$ cat src/rtl/price_level_order_book_assert.svh
// Assertion macros for the price-level order book.
`ifndef PRICE_LEVEL_ORDER_BOOK_ASSERT_SVH
`define PRICE_LEVEL_ORDER_BOOK_ASSERT_SVH
`ifndef SYNTH
`define PLOB_ASSERT_IMP(label, clk, rst_n, a, c) \
    label: assert property (@(posedge clk) disable iff (!rst_n) (a) |-> (c)) \
        else $error("assertion failed");
`define PLOB_ASSERT_NEXT(label, clk, rst_n, a, c) \
    label: assert property (@(posedge clk) disable iff (!rst_n) (a) |=> (c)) \
        else $error("assertion failed");
`else
`define PLOB_ASSERT_IMP(label, clk, rst_n, a, c)
`define PLOB_ASSERT_NEXT(label, clk, rst_n, a, c)
`endif
`endif

$ cat src/rtl/plob_ram.sv
// Generic single-port RAM with registered read.
`timescale 1ns / 1ps
module plob_ram #(
    parameter int WIDTH = 8,
    parameter int DEPTH = 16
) (
    input  logic                     i_clk,
    input  logic                     i_we,
    input  logic [$clog2(DEPTH)-1:0] i_addr,
    input  logic [WIDTH-1:0]         i_wdata,
    output logic [WIDTH-1:0]         o_rdata
);
    logic [WIDTH-1:0] r_mem [DEPTH];

    always_ff @(posedge i_clk) begin
        if (i_we) begin
            r_mem[i_addr] <= i_wdata;
        end
        o_rdata <= r_mem[i_addr];
    end
endmodule
$ cat config.mk
export PLATFORM = sky130hd
export DESIGN_NAME = plob_ram
export DESIGN_NICKNAME = d
export VERILOG_FILES = /design/src/rtl/price_level_order_book_assert.svh /design/src/rtl/plob_ram.sv
export SDC_FILE = /design/constraint.sdc
export NUM_CORES = 1
export LEC_CHECK = 0
export BUFFER_PORTS_ARGS = -buffer_cell sky130_fd_sc_hd__buf_2
export CORE_ASPECT_RATIO = 0.9
export CORE_MARGIN = 3
export CORE_UTILIZATION = 45
export DETAILED_ROUTE_END_ITERATION = 8
export SLEW_MARGIN = 20
export SYNTH_ARGS = -nofsm -noshare
export SYNTH_HDL_FRONTEND = slang
export SYNTH_SLANG_ARGS = --single-unit
$ cat constraint.sdc
create_clock -name i_clk -period 5.4 [get_ports i_clk]
set_input_delay 0.81 -clock i_clk [delete_from_list [all_inputs] [get_ports i_clk]]
set_output_delay 0.81 -clock i_clk [all_outputs]
set_load 0.01 [all_outputs]
# Word-level counts from Yosys, hierarchy flattened
# Memories as Yosys holds them, arrays and structs flattened. A register that Yosys moved wholly into a read port is not among the register bits.
# Index checks and enable logic that the tools add are counted.
[classes]
add_sub_neg = 0
mul = 0
div = 0
magnitude_cmp = 0
n_eq_ne = 0
shifts = 0
muxes = 2
n_bitwise = 0
n_reduce_logical = 0
[op_table]
columns = ["op", "n"]
rows = [
  ["$mux 1", 2],
]
[word_totals]
reg_bits = 0
latch_bits = 0
ram_bits = 128
rom_bits = 0
inputBits = 14
output_inout_bits = 8
word_cells = 3
n_memories = 1
[memory_table]
columns = ["memory", "depth", "word_bits", "read_ports", "rd_clocked_by_memory_dff", "wr", "line_no", "text"]
rows = [
  ["r_mem", 16, 8, 1, 1, 1, "plob_ram.sv:13", "logic [WIDTH-1:0] r_mem [DEPTH];"],
]

# Longest topological paths before layout
# Gate-level depths: netlist of run 1.
[logic_depth]
depth_word = 2
depth_mapped = 5
ltp_nobuf = 3

# Worst setup path after synthesis of run 1
# Ideal clock, no wire load.
[synth_path]
path_kind = "input to register"
startpoint = "in i_addr[2]"
endpoint = "mem r_mem[0][0], enable pin"
arrival_ps = 1920
slack_ps = 3097
stages = 2
n_path_buf = 0
path_cell_list = "or3b_2 > nor3_1"
[synth_rtl]
columns = ["item", "line_no", "text"]
rows = [
  ["start, declared", "plob_ram.sv:9", "input logic [$clog2(DEPTH)-1:0] i_addr,"],
  ["end, declared", "plob_ram.sv:13", ""],
]
# Straight into the memory's write port.

# Worst setup path in the final report of run 1
[layout_path]
startpoint = "in i_addr[0]"
endpoint = "mem r_mem[3][1], enable pin"
# Straight into the memory's write port.

==> metrics.md, run 1 <==
| Metric | Value |
|---|---|
| Outcome | completed |
| P_leak | 1.922 nW |
| Growth of design area from synthesis to finish | 16.94% |
| Fraction of registers with async set or reset after synthesis | 0 |
| Congestion Overflow GR | 0 |
| Register-to-Register Path Depth | 3 |
| Total Nets Final | 278 |
| Antenna violations before repair | 0 |
| Final routed wirelength across all metal layers | a little under 10 mm |
| Vias in the first global route | 2416 |
| Layout Skew | 0.007249 ns |
| Routability Congestion | 0.7402 |
| Predominant post-synthesis flop cell | edfxtp_1 |
| Number of failing setup endpoints in the final timing report | 0 |
| Drt pass-1 iters | 4 |
| Combinational family with the most area after synthesis | multiplexers |
| Number of max-cap violations | 0 |
| Endpoint arrival time on the critical path | 2.54 ns |
| CP required | 5.43 ns |
| Largest net degree at the start of global routing | 40 |
| Cts repair resizes | 0 |
| Kind of capture point of the worst setup path | flop |
| Top-level port count | 22 |
| Adder-cell share of the synthesized area | 0 |
| RSZ-0062 raised after global routing | no |
| Power density relative to cell area | 408.6 mW/mm2 |
| Leading post-synthesis cells by instance count | 128 x edfxtp_1, 32 x mux4_2, 16 x a22oi_1 |
| Number of standard cells after synthesis | 230 |
| Slew margin rel. | 0.3875 |
| Buffers on Ports | 21 |
| Number of clock sinks | between 100 and 150 |
| Number of distinct library cells after synthesis | 18 |
| ANT cells | 0 |
| Number of nets produced by synthesis | 244 |
| Synth area leaders | edfxtp_1 76%, mux4_2 14%, dfxtp_1 3.2%, a22oi_1 2.4%, nor2_1 0.96% |
| Highest fanout seen on the critical path | 27 |
| Synthesized flop and latch total | 136 |
| Least setup slack across all paths after layout | 2.893 ns |
| Overall routing resource usage | 0.1672 |
| DR vias/cell | between 5 and 6 |
| Average footprint of a synthesized cell | about 22 um2 |
| Number of nets still failing antenna checks after routing | 0 |
| Maximum vdd drop | ~0.21 mV |
| Clock slew seen by the registers of the worst setup and hold paths | 0.06 ns |
| Kind of start point of the critical path | input port |
| Power consumption | roughly 2.4 mW |
| Y dimension of the die | 106.7 um |
| Share of the cycle needed by the critical path after routing | 0.4643 |
| Post-synth top area share | 0.7585 |
| Wire length of the first global-routing pass | around 15 mm |
| Layout Cells excl Fill | around 430 |
| Setup repair bufs after CTS | 0 |
| Most numerous cell in the Yosys netlist | edfxtp_1 |
| Number of buffers added by the clock tree synthesis step | 17 |
| Filler cell count | 851 |
| Hold Fails Final Rpt | 0 |
| Maximum clock insertion buffer count | 2 |
| Average wire length per cell after detail routing | 22.53 um |
| Clock latency on the worst-skew pair | 0.40 ns |
| Xor-xnor portion of the synthesized cell area | 0 |
| Portion of netlist area occupied by mux cells | 0.1422 |
| Starting density of the core | 0.4649 |
| Vias after detailed routing | 2290 |
| YS warnings | 0 |
| Hold Path Class | reg2reg |
| Final HPWL DP | 5.939 mm |
| DRC Markers | 0 |
| Die X | 117.9 um |
| Number of enable-type register cells in the synthesized netlist | 128 |
| Cell Area, Synth | 0.005067 mm2 |
| Final Max Slew Viols | 0 |
| Fmax achieved | 398.8 MHz |
| Die outline area | 0.01257 mm2 |
| Setup CP Type | in2reg |
| Proportion of synthesized chip area in sequential cells | 0.7901 |
| Post-layout minimum cycle time | 2.507 ns |
| Count of standard-cell rows | 36 |
| CTS Root Buffer Type | clkbuf_16 |
| Worst slack on hold paths | 0.6945 ns |
| Compound-Gate Fraction of Synth Area | 0.02370 |
| Deepest level of the CTS H-tree | 4 |
| Core region area | 0.01090 mm2 |
| Number of design-rule violations left by the first detailed-router iteration | 200 |
| Post-synthesis cell type with the largest combined area | edfxtp_1 |
| Hold path cells | 3 |
| Post-placement worst setup slack | 2.358 ns |
| Fraction of layout cells with a size suffix above 1 | 0.3141 |
| CTS tree | built |
| Setup TNS | 0 ns |
| Dpl cells | 397 |
| # hold bufs at CTS | 0 |
| Worst slew pin tran | 0.9187 ns |
| Simple logic cell fraction of the synthesized area | 0.03210 |
==> layout make-up <==
class	count	area, um2	area share
clock buffer	17	425.4	0.07179
timing repair buffer	26	142.6	0.02407
multi-input combinational	83	1003	0.1693
sequential	136	4004	0.6757
tap	152	190.2	0.03209
clock inverter	15	160.2	0.02703
==> worst max-delay path, cell delays in order <==
cell and delay [ns]:
buf_2 0.36, buf_4 0.49, nand2_1 0.20, nor2_1 0.66
==> layout by cell type (no fill, tap or decap), types with 4 or more instances in the layout <==
cell,n
a22oi_1,16
buf_2,21
buf_4,5
clkbuf_16,17
clkinv_1,4
dfxtp_1,8
edfxtp_1,128
mux4_2,32
nand2_1,9
nor2_1,13
nor3_1,4
==> state kept, by name, summed over array words and instances, names as in the netlist <==
| register | count |
|---|---|
| r_mem | 128 |
| o_rdata | 8 |
==> per-stage QoR <==
stage                 util  cell area (um2)
CTS                 0.5436             5926
floorplan                -             5067
global placement    0.4899             5340
detailed placement  0.4899             5340
global route        0.5436             5926
finish              0.5436             5926
==> cells by family (layout without fill, tap and decap cells) <==
family,count (synthesis),after routing
DFF,136,136
and+or+nand+nor,35,35
muxes,32,32
AOI/OAI and AO/OA,16,16
buffers and inverters,11,58
==> metal layers <==
metal	part of all wire	vias up	global-route usage
met1	0.41	1180	0.2291
li1	-	1026	-
met4	0.0057	0	0.05188
met5	0	-	0
met2	0.48	80	0.2515
met3	0.10	4	0.06382
==> power breakdown <==
| part | switching [mW] | internal [mW] | leakage (nW) | total [mW] |
|---|---|---|---|---|
| registers | 0.00573 | 1.18 | 1.22 | 1.19 |
| logic | 0.0668 | 0.0432 | 0.420 | 0.110 |
| clock network | 0.408 | 0.717 | 0.279 | 1.12 |
==> final timing paths <==
path / startpoint / to / slack [ns]
max: i_addr[0] / r_mem[3][1] / 2.89
min: r_mem[10][4] / o_rdata[4] / 0.69
max reg2reg: r_mem[14][2] / o_rdata[2] / 4.03
min reg2reg: r_mem[10][4] / o_rdata[4] / 0.69
No activity file was read; power rests on OpenSTA's default activity.
==> run 2, diff against run 1 <==
- clock period: 5.4 -> 2.11 ns (I/O delays scaled with it)
==> run 2 against run 1 <==
  * Flip-flop and latch count stayed put
  * Non-clock buffer count grew 20
  * Clock power rose to 2.6 times the previous value
  * Power rose to 2.6 times the previous value
  * Via count up 3.8%
  * Largest cell class unchanged
  * Largest power group unchanged
==> metrics.md, run 2 (synthesis results as in run 1) <==
| Metric | Value |
|---|---|
| Routability Congestion | 0.7570 (+2.3%) |
| Maximum vdd drop | 0.5165 mV (+140%) |
| Final Max Slew Viols | 0 (unchanged) |
| Number of buffers added by the clock tree synthesis step | 17 (unchanged) |
| Cell-by-cell trace of the critical path | buf_2 -> or3b_2 -> nor2_1 |
| Power density relative to cell area | 1024 mW/mm2 (+150%) |
| Kind of capture point of the worst setup path | flop |
| Critical path buffers and inverters | 1 (-1) |
| Final HPWL DP | 6.514 mm (+9.7%) |
| Cell count along the critical path | 3 (-1) |
| Share of the cycle needed by the critical path after routing | 0.6923 |
| Worst slack on hold paths | 0.3081 ns (-0.3864 ns) |
| Layout Skew | 0.004232 ns (-0.003018 ns) |
| Clock slew seen by the registers of the worst setup and hold paths | 0.06 ns (about the same) |
| Setup repair bufs after CTS | 0 (unchanged) |
| Core region area | 0.01090 mm2 (unchanged) |
| Number of nets still failing antenna checks after routing | 0 (unchanged) |
| Number of design-rule violations left by the first detailed-router iteration | 219 (+9.5%) |
| Crit-path leading delay family | simple AND/OR/NAND/NOR gates |
| Highest fanout seen on the critical path | 8 (-70%) |
| Die outline area | 0.01257 mm2 (unchanged) |
| Worst-path cell with the longest stage delay | nor2_1 |
| Total Nets Final | 298 (+7.2%) |
| Drt pass-1 iters | 5 (+1) |
| Area after DPL | 0.005503 mm2 (+3.0%) |
| Overall routing resource usage | 0.1777 (+0.01050) |
| Register-to-Register Path Depth | 3 (unchanged) |
| Outcome | completed |
| Power consumption | 6.239 mW (+160%) |
| Buffers on Ports | 21 (unchanged) |
| Kind of start point of the critical path | input port |
| Vias in the first global route | 2547 (+5.4%) |
| Largest net degree at the start of global routing | 22 (-45%) |
| ANT cells | 0 (unchanged) |
| Cts repair resizes | 0 (unchanged) |
| Growth of design area from synthesis to finish | 20.25% |
| Hold path cells | 1 (-2) |
| RSZ-0062 raised after global routing | no |
| Filler cell count | 871 (+2.4%) |
| Max reg flops | 128 (unchanged) |
| Design area | 0.006093 mm2 (+2.8%) |
| Maximum clock insertion buffer count | 2 (unchanged) |
| Number of max-cap violations | 0 (unchanged) |
| Final routed wirelength across all metal layers | 10.22 mm (+5.8%) |
| DR vias/cell | 5.296 (-0.78%) |
| DRC Markers | 0 (unchanged) |
| Setup CP Type | in2reg |
| Number of failing setup endpoints in the final timing report | 0 (unchanged) |
| Deepest level of the CTS H-tree | 4 (unchanged) |
| Y dimension of the die | 106.7 um (unchanged) |
| Endpoint arrival time on the critical path | 1.50 ns (-1.04 ns) |
| Hold Path Class | in2reg |
| P_leak | 2.026 nW (+5.4%) |
| Fraction of layout cells with a size suffix above 1 | 0.3704 (+0.05629) |
| Vias after detailed routing | 2378 (+3.8%) |
| Die X | 117.9 um (unchanged) |
| Largest Register | r_mem |
| CP required | 2.15 ns (-3.28 ns) |
| Post-layout minimum cycle time | 1.461 ns |
| CP max stage delay | 0.57 ns (-0.09 ns) |
| # hold bufs at CTS | 0 (unchanged) |
| Fmax achieved | 684.6 MHz |
| Setup TNS | 0 ns (unchanged) |
| Dpl cells | 417 (+5.0%) |
| Most used cells in the layout excluding fill and tap cells | 128 x edfxtp_1, 32 x mux4_2, 24 x buf_4, 21 x buf_2, 17 x clkbuf_16 |
| Starting density of the core | 0.4649 (unchanged) |
| CTS Root Buffer Type | clkbuf_16 |
| CTS tree | built |
| Hold Fails Final Rpt | 0 (unchanged) |
| Average wire length per cell after detail routing | 22.77 um (+1.1%) |
| Number of clock sinks | 136 (unchanged) |
| Congestion Overflow GR | 0 (unchanged) |
| Most common cell after layout, fill and taps aside | edfxtp_1 |
| Slew margin rel. | 0.4034 (+0.01585) |
| Wire length of the first global-routing pass | 15.59 mm (+6.6%) |
| Count of standard-cell rows | 36 (unchanged) |
| Worst slew pin tran | 0.8916 ns (-0.02707 ns) |
| Largest registers | r_mem x128, o_rdata x8 |
| Layout Cells excl Fill | 449 (+4.7%) |
| Antenna violations before repair | 0 (unchanged) |
| Top-level port count | 22 (unchanged) |
| Clock latency on the worst-skew pair | 0.41 ns (about the same) |
## run 2: cell types whose count changed in the layout (fill, tap and decap cells not counted), sizes merged
| cell | change |
|---|---|
| buf | +20 |
| clkinv | -2 |
| clkinvlp | +2 |
## run 2: worst paths after layout
path | end | slack (ns) | startpoint
worst min register to register | o_rdata[1] | 0.68 | r_mem[15][1]
worst max register to register | o_rdata[5] | 0.73 | r_mem[3][5]
worst max-delay path | r_mem[1][3] | 0.65 | i_addr[2]
worst min-delay path | r_mem[4][6] | 0.31 | i_wdata[6]
## run 2: power breakdown
group	internal (mW)	total (mW)	switching [mW]	leakage (nW)
registers	3.02	3.04	0.0162	1.22
clock network	1.83	2.90	1.06	0.275
logic	0.127	0.304	0.177	0.527
total	4.98	6.24	1.26	2.03
## run 2: area by class of cell
class,instances,area (um2),share of cell area
flip-flops and latches,136,4004,0.6571
multi-input cells,83,1008,0.1655
clock buffers,17,425.4,0.06982
repair buffers,46,305.3,0.05010
well taps,152,190.2,0.03121
clock inverters,15,160.2,0.02628
## run 2: through the flow
step,utilization,setup WS [ns]
after floorplan,-,0.3005
after global placement,0.5048,0.2071
after detailed placement,0.5048,0.1333
after CTS,0.5585,0.6000
after global routing,0.5590,0.5724
final,0.5590,0.6493
## run 2: metal layers
| layer | vias up | track usage | wire [um] |
|---|---|---|---|
| met1 | 1225 | 0.2562 | 4560 |
| met3 | 8 | 0.06065 | 756 |
| met2 | 76 | 0.2544 | 4791 |
| met5 | - | 0 | 0 |
| li1 | 1069 | - | - |
| met4 | 0 | 0.06360 | 114 |
## run 2: worst register-to-register path, stage by stage, from the launching register on
cell and delay (ns):
edfxtp_1 0.40, mux4_2 0.51, a22oi_1 0.26, nand2_1 0.09
